===== src/design/key_hash_bucket_router_macros.svh =====
// Assertion macros shared by the key hash bucket router RTL.
// Included by the modules that carry concurrent assertions; no other dependencies.
`ifndef KEY_HASH_BUCKET_ROUTER_MACROS_SVH
`define KEY_HASH_BUCKET_ROUTER_MACROS_SVH
`ifndef SYNTHESIS
`define KHBR_ASSERT(lbl, clk, rstn, prop) \
	lbl: assert property (@(posedge clk) disable iff (!rstn) prop) \
		else $error("khbr assertion failed");
`define KHBR_NEVER(lbl, clk, rstn, expr) \
	`KHBR_ASSERT(lbl, clk, rstn, !(expr))
`else
`define KHBR_ASSERT(lbl, clk, rstn, prop)
`define KHBR_NEVER(lbl, clk, rstn, expr)
`endif
`endif


===== src/design/khbr_pkg.sv =====
// Package for the key hash bucket router: constants, payload and queue entry types.
// No dependencies; imported by every module of the block except khbr_ram.
`timescale 1ns / 1ps

package khbr_pkg;

	localparam int BUCKETS     = 100;
	localparam int MAX_SERVERS = 16;
	localparam int QUEUE_DEPTH = 4;

	localparam int BKT_W  = 7;
	localparam int SRV_W  = 4;
	localparam int HASH_W = 32;

	localparam logic [HASH_W-1:0] HASH_START = 32'd1;
	localparam logic [HASH_W-1:0] STEP_START = 32'd4;
	localparam logic [HASH_W-1:0] STEP_INC   = 32'd3;
	localparam int                LOW_BITS   = 6;

	// floor(2^32 / BUCKETS); the quotient estimate is short by at most one
	localparam logic [HASH_W-1:0] HASH_RECIP = 32'((64'd1 << 32) / BUCKETS);

	localparam logic CMD_KEY = 1'b0;
	localparam logic CMD_MAP = 1'b1;

	typedef struct packed {
		logic             cmd;
		logic [7:0]       key_byte;
		logic             last_byte;
		logic [BKT_W-1:0] map_bucket;
		logic [SRV_W-1:0] map_server;
		logic             map_valid;
	} khbr_req_t;

	typedef struct packed {
		logic [BKT_W-1:0]  bucket;
		logic [SRV_W-1:0]  server;
		logic              mapped;
		logic [HASH_W-1:0] hash_value;
	} khbr_rsp_t;

	typedef struct packed {
		logic              is_map;
		logic [HASH_W-1:0] hash;
		logic [BKT_W-1:0]  bkt;
		logic [SRV_W-1:0]  srv;
		logic              vld;
	} khbr_qent_t;

endpackage


===== src/design/khbr_ram.sv =====
// Generic single-write, single-read RAM with registered read data.
// No dependencies.
`timescale 1ns / 1ps

module khbr_ram #(
	parameter int WIDTH = 8,
	parameter int DEPTH = 16
) (
	input  logic                     clk,
	input  logic                     we,
	input  logic [$clog2(DEPTH)-1:0] waddr,
	input  logic [WIDTH-1:0]         wdata,
	input  logic                     re,
	input  logic [$clog2(DEPTH)-1:0] raddr,
	output logic [WIDTH-1:0]         rdata
);

	logic [WIDTH-1:0] mem_q [DEPTH];

	always_ff @(posedge clk) begin
		if (we) begin
			mem_q[waddr] <= wdata;
		end
		if (re) begin
			rdata <= mem_q[raddr];
		end
	end

endmodule


===== src/design/khbr_front.sv =====
// Front part: accepts request transfers, runs the string hash and queues in-range map
// writes and finished keys. Depends on khbr_pkg and the assertion macro header.
`timescale 1ns / 1ps
`include "key_hash_bucket_router_macros.svh"

module khbr_front import khbr_pkg::*; (
	input  logic       clk,
	input  logic       arst_n,
	input  logic       req_valid,
	output logic       req_stall,
	input  khbr_req_t  req,
	output logic       push,
	output khbr_qent_t push_data,
	input  logic       full,
	input  logic       clr_busy
);

	logic [HASH_W-1:0] hash_q;
	logic [HASH_W-1:0] step_q;
	logic [HASH_W-1:0] mix_base;
	logic [HASH_W+7:0] mix_prod;
	logic [HASH_W-1:0] hash_nxt;
	logic              acc;
	logic              is_key;
	logic              map_ok;

	assign req_stall = full || clr_busy;
	assign acc       = req_valid && !req_stall;
	assign is_key    = (req.cmd == CMD_KEY);
	assign map_ok    = (int'(req.map_bucket) < BUCKETS) && (int'(req.map_server) < MAX_SERVERS);

	assign mix_base = {{(HASH_W-LOW_BITS){1'b0}}, hash_q[LOW_BITS-1:0]} + step_q;
	assign mix_prod = mix_base * req.key_byte;
	assign hash_nxt = hash_q ^ (mix_prod[HASH_W-1:0] + {hash_q[HASH_W-9:0], 8'b0});

	always_ff @(posedge clk or negedge arst_n) begin
		if (!arst_n) begin
			hash_q <= HASH_START;
			step_q <= STEP_START;
		end else if (acc && is_key) begin
			if (req.last_byte) begin
				hash_q <= HASH_START;
				step_q <= STEP_START;
			end else begin
				hash_q <= hash_nxt;
				step_q <= step_q + STEP_INC;
			end
		end
	end

	assign push = acc && (is_key ? req.last_byte : map_ok);

	always_comb begin
		push_data        = '0;
		push_data.is_map = !is_key;
		push_data.hash   = hash_nxt;
		push_data.bkt    = req.map_bucket;
		push_data.vld    = req.map_valid;
		push_data.srv    = req.map_valid ? req.map_server : '0;
	end

	`KHBR_ASSERT(a_hash_restart, clk, arst_n, (acc && is_key && req.last_byte) |=> (hash_q == HASH_START && step_q == STEP_START))
	`KHBR_NEVER(a_push_when_full, clk, arst_n, push && full)
	`KHBR_ASSERT(a_map_keeps_hash, clk, arst_n, (acc && !is_key) |=> $stable(hash_q))

endmodule


===== src/design/khbr_queue.sv =====
// Short queue between the front and back parts of the router.
// Depends on khbr_pkg and the assertion macro header.
`timescale 1ns / 1ps
`include "key_hash_bucket_router_macros.svh"

module khbr_queue import khbr_pkg::*; #(
	parameter int DEPTH = QUEUE_DEPTH
) (
	input  logic       clk,
	input  logic       arst_n,
	input  logic       push,
	input  khbr_qent_t push_data,
	input  logic       pop,
	output khbr_qent_t head,
	output logic       full,
	output logic       empty
);

	localparam int PW = $clog2(DEPTH);
	localparam int CW = $clog2(DEPTH + 1);

	khbr_qent_t    ent_q [DEPTH];
	logic [PW-1:0] wr_q;
	logic [PW-1:0] rd_q;
	logic [CW-1:0] cnt_q;

	assign full  = (cnt_q == CW'(DEPTH));
	assign empty = (cnt_q == '0);
	assign head  = ent_q[rd_q];

	always_ff @(posedge clk) begin
		if (push) begin
			ent_q[wr_q] <= push_data;
		end
	end

	always_ff @(posedge clk or negedge arst_n) begin
		if (!arst_n) begin
			wr_q  <= '0;
			rd_q  <= '0;
			cnt_q <= '0;
		end else begin
			if (push) begin
				wr_q <= (wr_q == PW'(DEPTH - 1)) ? '0 : wr_q + 1'b1;
			end
			if (pop) begin
				rd_q <= (rd_q == PW'(DEPTH - 1)) ? '0 : rd_q + 1'b1;
			end
			if (push && !pop) begin
				cnt_q <= cnt_q + 1'b1;
			end else if (pop && !push) begin
				cnt_q <= cnt_q - 1'b1;
			end
		end
	end

	`KHBR_NEVER(a_pop_empty, clk, arst_n, pop && empty)
	`KHBR_ASSERT(a_cnt_bound, clk, arst_n, int'(cnt_q) <= DEPTH)
	`KHBR_ASSERT(a_ptr_track, clk, arst_n, empty |-> (wr_q == rd_q))

endmodule


===== src/design/khbr_back.sv =====
// Back part: reduces the hash to a bucket, applies map writes and looks up the server.
// Depends on khbr_pkg, khbr_ram and the assertion macro header.
`timescale 1ns / 1ps
`include "key_hash_bucket_router_macros.svh"

module khbr_back import khbr_pkg::*; (
	input  logic       clk,
	input  logic       arst_n,
	input  khbr_qent_t head,
	input  logic       empty,
	output logic       pop,
	output logic       clr_busy,
	output logic       rsp_valid,
	input  logic       rsp_stall,
	output khbr_rsp_t  rsp
);

	localparam int AW = $clog2(BUCKETS);
	localparam int RW = $clog2(2 * BUCKETS);
	localparam int MW = SRV_W + 1;

	logic                clr_busy_q;
	logic [AW-1:0]       clr_idx_q;
	logic                adv;
	logic [2*HASH_W-1:0] recip_prod;
	logic [HASH_W-1:0]   back_mul;

	logic                v_s1;
	khbr_qent_t          ent_s1;
	logic [HASH_W-1:0]   quo_s1;
	logic                v_s2;
	khbr_qent_t          ent_s2;
	logic [RW-1:0]       rem_s2;
	logic [RW-1:0]       rem_fix;
	logic [AW-1:0]       bkt_rd;
	logic                v_s4;
	logic [AW-1:0]       bkt_s4;
	logic [HASH_W-1:0]   hash_s4;

	logic                ram_we;
	logic [AW-1:0]       ram_waddr;
	logic [MW-1:0]       ram_wdata;
	logic                ram_re;
	logic [MW-1:0]       ram_rdata;

	assign clr_busy = clr_busy_q;
	assign adv      = !v_s4 || !rsp_stall;
	assign pop      = adv && !empty && !clr_busy_q;

	always_ff @(posedge clk or negedge arst_n) begin
		if (!arst_n) begin
			clr_busy_q <= 1'b1;
			clr_idx_q  <= '0;
		end else if (clr_busy_q) begin
			clr_idx_q <= clr_idx_q + 1'b1;
			if (clr_idx_q == AW'(BUCKETS - 1)) begin
				clr_busy_q <= 1'b0;
			end
		end
	end

	assign recip_prod = 64'(head.hash) * 64'(HASH_RECIP);
	assign back_mul   = quo_s1 * 32'(BUCKETS);

	always_ff @(posedge clk or negedge arst_n) begin
		if (!arst_n) begin
			v_s1 <= 1'b0;
			v_s2 <= 1'b0;
			v_s4 <= 1'b0;
		end else if (adv) begin
			v_s1 <= pop;
			v_s2 <= v_s1;
			v_s4 <= v_s2 && !ent_s2.is_map;
		end
	end

	always_ff @(posedge clk) begin
		if (adv) begin
			ent_s1  <= head;
			quo_s1  <= recip_prod[2*HASH_W-1:HASH_W];
			ent_s2  <= ent_s1;
			rem_s2  <= RW'(ent_s1.hash - back_mul);
			bkt_s4  <= bkt_rd;
			hash_s4 <= ent_s2.hash;
		end
	end

	assign rem_fix = (rem_s2 >= RW'(BUCKETS)) ? rem_s2 - RW'(BUCKETS) : rem_s2;
	assign bkt_rd  = AW'(rem_fix);

	assign ram_we    = clr_busy_q || (adv && v_s2 && ent_s2.is_map);
	assign ram_waddr = clr_busy_q ? clr_idx_q : AW'(ent_s2.bkt);
	assign ram_wdata = clr_busy_q ? '0 : {ent_s2.vld, ent_s2.srv};
	assign ram_re    = adv && v_s2 && !ent_s2.is_map;

	khbr_ram #(
		.WIDTH(MW),
		.DEPTH(BUCKETS)
	) u_map (
		.clk  (clk),
		.we   (ram_we),
		.waddr(ram_waddr),
		.wdata(ram_wdata),
		.re   (ram_re),
		.raddr(bkt_rd),
		.rdata(ram_rdata)
	);

	assign rsp_valid       = v_s4;
	assign rsp.bucket      = BKT_W'(bkt_s4);
	assign rsp.server      = ram_rdata[SRV_W-1:0];
	assign rsp.mapped      = ram_rdata[SRV_W];
	assign rsp.hash_value  = hash_s4;

	`KHBR_ASSERT(a_clr_idle, clk, arst_n, clr_busy_q |-> !(v_s1 || v_s2 || v_s4))
	`KHBR_NEVER(a_ram_rw_clash, clk, arst_n, ram_we && ram_re)
	`KHBR_ASSERT(a_bkt_range, clk, arst_n, (v_s2 && !ent_s2.is_map) |-> (int'(rem_fix) < BUCKETS))

endmodule


===== src/design/key_hash_bucket_router.sv =====
// Top level of the key hash bucket router: front hash unit, queue, back lookup unit.
// Depends on khbr_pkg, khbr_front, khbr_queue and khbr_back.
`timescale 1ns / 1ps

// Takes one request transfer per cycle while req_stall is low: a key byte, which is
// folded into a 32-bit string hash by one multiply-add-xor, or a bucket map write.
// On the last byte of a key the hash is queued to the back unit, which reduces it
// modulo the bucket count by a reciprocal multiply and one correction, then reads
// the bucket-to-server map. A taken queue head passes the s1, s2 and s4 registers
// before rsp_valid rises; map writes and lookups stay in request order. Sustained
// rate is one request per cycle while rsp is not stalled; a stalled result holds
// the back unit, and the queue of QUEUE_DEPTH entries takes finished keys and map
// writes until it fills, then req_stall rises. After reset, req_stall is high while
// the map memory is cleared one entry per cycle.

module key_hash_bucket_router import khbr_pkg::*; #(
	parameter int QUEUE_DEPTH_P = QUEUE_DEPTH
) (
	input  logic      clk,
	input  logic      arst_n,
	input  logic      req_valid,
	output logic      req_stall,
	input  khbr_req_t req,
	output logic      rsp_valid,
	input  logic      rsp_stall,
	output khbr_rsp_t rsp
);

	logic       push;
	khbr_qent_t push_data;
	logic       pop;
	khbr_qent_t head;
	logic       full;
	logic       empty;
	logic       clr_busy;

	khbr_front u_front (
		.clk      (clk),
		.arst_n   (arst_n),
		.req_valid(req_valid),
		.req_stall(req_stall),
		.req      (req),
		.push     (push),
		.push_data(push_data),
		.full     (full),
		.clr_busy (clr_busy)
	);

	khbr_queue #(
		.DEPTH(QUEUE_DEPTH_P)
	) u_queue (
		.clk      (clk),
		.arst_n   (arst_n),
		.push     (push),
		.push_data(push_data),
		.pop      (pop),
		.head     (head),
		.full     (full),
		.empty    (empty)
	);

	khbr_back u_back (
		.clk      (clk),
		.arst_n   (arst_n),
		.head     (head),
		.empty    (empty),
		.pop      (pop),
		.clr_busy (clr_busy),
		.rsp_valid(rsp_valid),
		.rsp_stall(rsp_stall),
		.rsp      (rsp)
	);

endmodule


===== config.mk =====
export PLATFORM = sky130hd
export DESIGN_NAME = key_hash_bucket_router
export DESIGN_NICKNAME = d
export VERILOG_FILES = /design/src/design/khbr_pkg.sv /design/src/design/khbr_ram.sv /design/src/design/khbr_front.sv /design/src/design/khbr_queue.sv /design/src/design/khbr_back.sv /design/src/design/key_hash_bucket_router.sv
export VERILOG_INCLUDE_DIRS = /design/src /design/src/design
export SDC_FILE = /design/constraint.sdc
export NUM_CORES = 2
export LEC_CHECK = 0
export BUFFER_PORTS_ARGS = -buffer_cell sky130_fd_sc_hd__buf_2
export CAP_MARGIN = 20
export CORE_ASPECT_RATIO = 1.1
export CORE_MARGIN = 2
export CORE_UTILIZATION = 62
export DETAILED_ROUTE_END_ITERATION = 16
export PLACE_DENSITY = 0.79
export SETUP_SLACK_MARGIN = 0.05
export SYNTH_ARGS = -nofsm -noshare
export SYNTH_HDL_FRONTEND = slang
export SYNTH_HIERARCHICAL = 1
export SYNTH_SLANG_ARGS = --single-unit
export TNS_END_PERCENT = 5

===== constraint.sdc =====
create_clock -name clk -period 8.7 [get_ports clk]
set_input_delay 1.74 -clock clk [delete_from_list [all_inputs] [get_ports clk]]
set_output_delay 1.74 -clock clk [all_outputs]
set_load 0.02 [all_outputs]

Word-level counts from Yosys, hierarchy flattened
Memories as Yosys holds them, arrays and structs flattened. A register that Yosys moved wholly into a read port is not among the register bits. Cells that the tools add are included.

Flip-flop bits (word level): 245. Bits in latches: 0. RAM bits: 680. Bits in read-only memories: 0. Output and inout bits: 46. Logic and storage cells: 88. Memories: 2.

$add $sub $neg: 10. Multiply operators: 3. Div/mod/pow operators: 0. Order comparisons: 2. Equality and inequality tests: 4. Shift operators: 0. Multiplexer cells: 17. Bitwise logic cells: 2. Reduce and logical (&&, ||, !) cells: 24.

Memory list: u_back.u_map.mem_q (words 100, width 5, read ports 1, clocked after Yosys merged registers in 1, wr ports 1, RTL line khbr_ram.sv:18) `logic [WIDTH-1:0] mem_q [DEPTH];`; u_queue.ent_q (words 4, width 45, read ports 1, clocked after Yosys merged registers in 0, wr ports 1, RTL line khbr_queue.sv:22) `khbr_qent_t ent_q [DEPTH];`.

Operator list (number): 2-to-1 mux 32 bit (2); multiplier 32 x 23 -> 55 bit (second input constant) (1); adder 32 x 2 -> 32 bit (second input constant) (1); adder 32 bit (1); adder 6 x 32 -> 32 bit (1); multiplier 32 x 8 -> 32 bit (1); bitwise XOR 32 bit (1); multiplier 26 x 5 -> 6 bit (second input constant) (1); 2-to-1 mux 7 bit (2); logical AND 1 bit (11); >= comparator 8 x 7 -> 1 bit (second input constant) (1); logical NOT 1 bit (8); subtractor 8 bit (1); adder 7 x 1 -> 7 bit (second input constant) (1); == test 7 bit (second input constant) (1); < comparator 7 bit (second input constant) (1); 2-to-1 mux 1 bit (7); subtractor 7 bit (second input constant) (1); 2-to-1 mux 3 bit (2); 2-to-1 mux 5 bit (1); adder 2 x 1 -> 2 bit (second input constant) (2); == test 2 bit (second input constant) (2); 2-to-1 mux 2 bit (2); 2-to-1 mux 4 bit (1); 7 further kinds (9).

Longest topological paths before layout
Depth in word-level cells: 9. Mapped depth: 28. Mapped depth without buffers: 28.

Cells and area by module
Netlist, hierarchy kept.

Modules (own cells, without submodules): khbr_ram (instances 1, cells each 907, area an instance 19760.2 um2, seq. area each 15164.5 um2); khbr_back (instances 1, cells each 1115, area an instance 13624.3 um2, seq. area each 4450.5 um2); khbr_front (instances 1, cells each 1313, area an instance 11503.5 um2, seq. area each 1604.0 um2); khbr_queue (instances 1, cells each 272, area an instance 6907.9 um2, seq. area each 5580.4 um2).

Worst setup path before layout
No wires, ideal clock.

Path type: in2reg. From: input port req[17] (netlist name). To: register u_front.hash_q[31]. Library setup time: 0.121 ns. Data arrival time: 6.740 ns. Required time: 8.579 ns. Slack: 1.840 ns. Stages: 22. Path buffers: 2. Cells stage by stage: clkbuf_1 -> clkbuf_1 -> and2_1 -> fa_1 -> inv_1 -> fa_1 -> inv_1 -> fa_1 -> inv_1 -> fa_1 -> inv_1 -> ha_1 -> o21a_1 -> o2111ai_1 -> o21ai_1 -> a21oi_1 -> o31ai_1 -> a2111o_1 -> a31oi_1 -> a21oi_1 -> xnor2_1 -> a22o_1.

RTL lines: start, declared (RTL line key_hash_bucket_router.sv:23) `input khbr_req_t req,`; end signal, assigned (RTL line khbr_front.sv:45) `hash_q <= hash_nxt;`; end, declared (RTL line khbr_front.sv:18) `logic [HASH_W-1:0] hash_q;`.

==> results.yml <==
logic_synthesis:
  yosysSeqAreaShare_pct: 51.74
  synth_area_um2: 51800
  ys_ff_latch: 906
  syn-num-nets: 4265
  synth_flop_cell: "edfxtp_1"
  synth_edf_count: 824
  synthCells: 3607
  syn_area_per_cell_um2: 14.36
  ys_types: 82
  async_flop_share_pct: 9.051
  ys_warn_count: 6
detailed_routing:
  viasPerCell: 5.975
  met3RoutedLength_um: 8017
  routedWlPerCell_um: 23.46
  wl_met2_um: 58330
  wl_met1_um: 43120
  vias: 28881
  drc: 0
  drt-pass1-iter-count: 6
  finalWirelength_um: 113400
  drtIter0Drc: 2599
  ant_nets: 0
  top_layer: "met5"
critical_path:
  max_stage_delay_ns: 0.65
  cp.arrival_ns: 8.27
  cpMaxStageDelayCell: "a2111oi_2"
  cp_max_fo: 8
  end_kind: "flip-flop"
  worstPathCellList: "ha_1 > o21a_1 > a2111oi_2 > nor2_1 > nand3_1 > xor2_1 > nand2b_1 > fa_1 > inv_1 > fa_1 > fa_1 > inv_1 > fa_1 > inv_1 > ha_1 > a211oi_1 > o211ai_1 > a41oi_1 > nor2_1 > a31oi_1 > o21ai_0 > a211oi_1 > xnor2_1"
  crit_path_frequent_cell: "fa_1"
  cp-start-kind: "flip-flop"
  cp.required_ns: 9.06
  critical_path_class: "reg -> reg"
timing:
  hold_violations: 0
  drv_slew: 0
  worst_pin_slew_ns: 1.226
  slew_headroom_pct: 17.39
  fin_crit_sh_pct: 90.91
  max_freq_ghz: 0.1264
  skew_ns: 0.04070
  finalSetupTns_ns: 0
  rsz0062_at_grt: "false"
  fin_ws_ns: 0.7912
  period_minus_slack_ns: 7.909
  setup_viol: 0
clock_network:
  clk_pin_slew_ns: 0.06
  clockBufferDepth: 3
  cts.sinks: 906
  cts_tree: "yes"
  root_buffer: "clkbuf_16"
  clock_latency_ns: 0.69
  cts-hold-fix-buffers: 0
  post_cts_buffers: 0
  htree_levels: 3
  cts_buffers: 89
  cts_resized: 0
place:
  routabilityCongestion: 0.8931
  dp.cells: 4669
  dp_slack_ns: 0.9607
  hpwlAfterDp_um: 75840
  port_buffers: 71
grt:
  grt-ovfl-total: 0
  grt_pass1_wl_um: 176700
  antenna_found_initial: 4
  track_usage_pct: 27.38
  grt_max_degree: 101
  grt_pass1_vias: 30196
layout:
  finalNonFillerCells: 4834
  drive_above_1_share_pct: 13.19
  nets: 4345
  post-route-util_pct: 67.61
  syn_to_final_growth_pct: 8.409
die:
  row_count: 111
  die_h_um: 307.1
  ios: 72
  die_area_um2: 85870
  die_x_um: 279.6
  core_area_um2: 83050
  start_util_pct: 62.37
worst_hold_path:
  hold_class: "reg -> reg"
outcome:
  outcome: "finished, final reports clean"
flow_run:
  drv_cap: 0
==> metrics by stage <==
step	hold WS [ns]	cell area (µm²)
6_report	0.4135	56150
5_1_grt	0.4204	56150
4_1_cts	0.4078	56150
3_5_place_dp	0.4056	53220
3_3_place_gp	0.4006	53220
2_1_floorplan	0.4003	51800
==> path summary, 6_finish.rpt <==
kind,from,depth (start not counted),endpoint,slack [ns]
worst min-delay path,u_back/ent_s1[20],0,u_back/ent_s2[20],0.41
worst max-delay path,u_front/step_q[2],23,u_queue/ent_q[2][42],0.79
worst min register to register,u_back/ent_s1[20],0,u_back/ent_s2[20],0.41
min in group asynchronous,arst_n,1,u_front/step_q[24],1.06
max in group asynchronous,arst_n,2,u_queue/rd_q[0],6.52
worst max register to register,u_front/step_q[2],23,u_queue/ent_q[2][42],0.79
==> cells by family after synthesis <==
kind of cell | after synthesis | share of synthesized area [%]
xor gates and xnor gates | 170 | 2.959
DFF | 906 | 51.74
muxes | 223 | 8.981
adders and majority gates | 632 | 20.60
buffers and inverters | 735 | 5.645
and+or+nand+nor | 687 | 6.769
AOI/OAI and AO/OA | 254 | 3.305
==> routing by layer <==
| metal | vias up | global-route usage, % |
|---|---|---|
| met2 | 1177 | 46.81 |
| met4 | 4 | 10.05 |
| met5 | - | 0 |
| li1 | 12610 | - |
| met1 | 14867 | 36.33 |
| met3 | 223 | 3.601 |
==> synth_stat cells, drive strengths merged (19+ instances only) <==
library cell	n	area, µm²
a21o	21	157.7
a21oi	59	295.3
edfxtp	824	24740
nand4	19	140.1
ha	264	3303
nor2	191	716.9
dfrtp	79	1977
nand3	31	155.2
xnor2	106	943.4
nor2b	115	719.4
nand2b	41	256.5
fa	368	7367
mux4	192	4324
nor3	27	157.7
and2	75	469.2
nand2	142	538.0
o21ai	63	315.3
inv	622	2335
buf	55	371.6
clkbuf	58	217.7
xor2	62	543.0
==> layout make-up <==
cell class / instances / area (µm²)
Sequential cell: 906 / 26800
Fill cell: 5582 / 26900
Clock buffer: 109 / 2359
Clock inverter: 55 / 565.5
Multi-Input combinational cell: 1966 / 22150
Tap cell: 1073 / 1343
Antenna cell: 1 / 2.502
Inverter: 622 / 2335
Timing Repair Buffer: 102 / 590.6
==> sequential cells by signal, indices dropped and copies added (netlist names), 2 cells and up <==
signal and flops:
u_back/ent_s2 45, u_queue/ent_q 180, u_queue/rd_q 2, u_back/quo_s1 6
u_front/step_q 32, u_back/u_map/rdata 5, u_queue/cnt_q 3, u_front/hash_q 32
u_back/clr_idx_q 7, u_back/u_map/mem_q 500, u_back/bkt_s4 7, u_queue/wr_q 2
u_back/hash_s4 30, u_back/rem_s2 6, u_back/ent_s1 45
==> worst max-delay path, delay by kind of cell, from the launching register on <==
| kind | cells | cell delay [ns] |
|---|---|---|
| buffers and inverters | 3 | 0.18 |
| DFF | 1 | 0.57 |
| xor gates and xnor gates | 2 | 0.71 |
| adders and majority gates | 6 | 2.56 |
| AOI/OAI and AO/OA | 8 | 2.82 |
| and+or+nand+nor | 4 | 0.77 |
==> placed cells by master, fill, tap and decap left out, types with 15 or more instances in the layout <==
master / instances
o21ai_0: 61
dfrtp_1: 77
and2_1: 71
a21o_1: 21
edfxtp_1: 824
nand2b_1: 41
a21oi_1: 59
ha_1: 264
clkinv_2: 15
clkbuf_1: 16
nor2b_1: 110
nor3_1: 24
buf_2: 70
nand2_1: 139
mux4_2: 192
xnor2_1: 101
nand4_1: 17
buf_4: 32
xor2_1: 62
nand3_1: 31
fa_1: 368
inv_1: 622
clkbuf_16: 91
mux2i_1: 17
nor2_1: 190
Power is not shown: default switching activity piles up to over one toggle a cycle in this logic, so the estimate is an artifact.
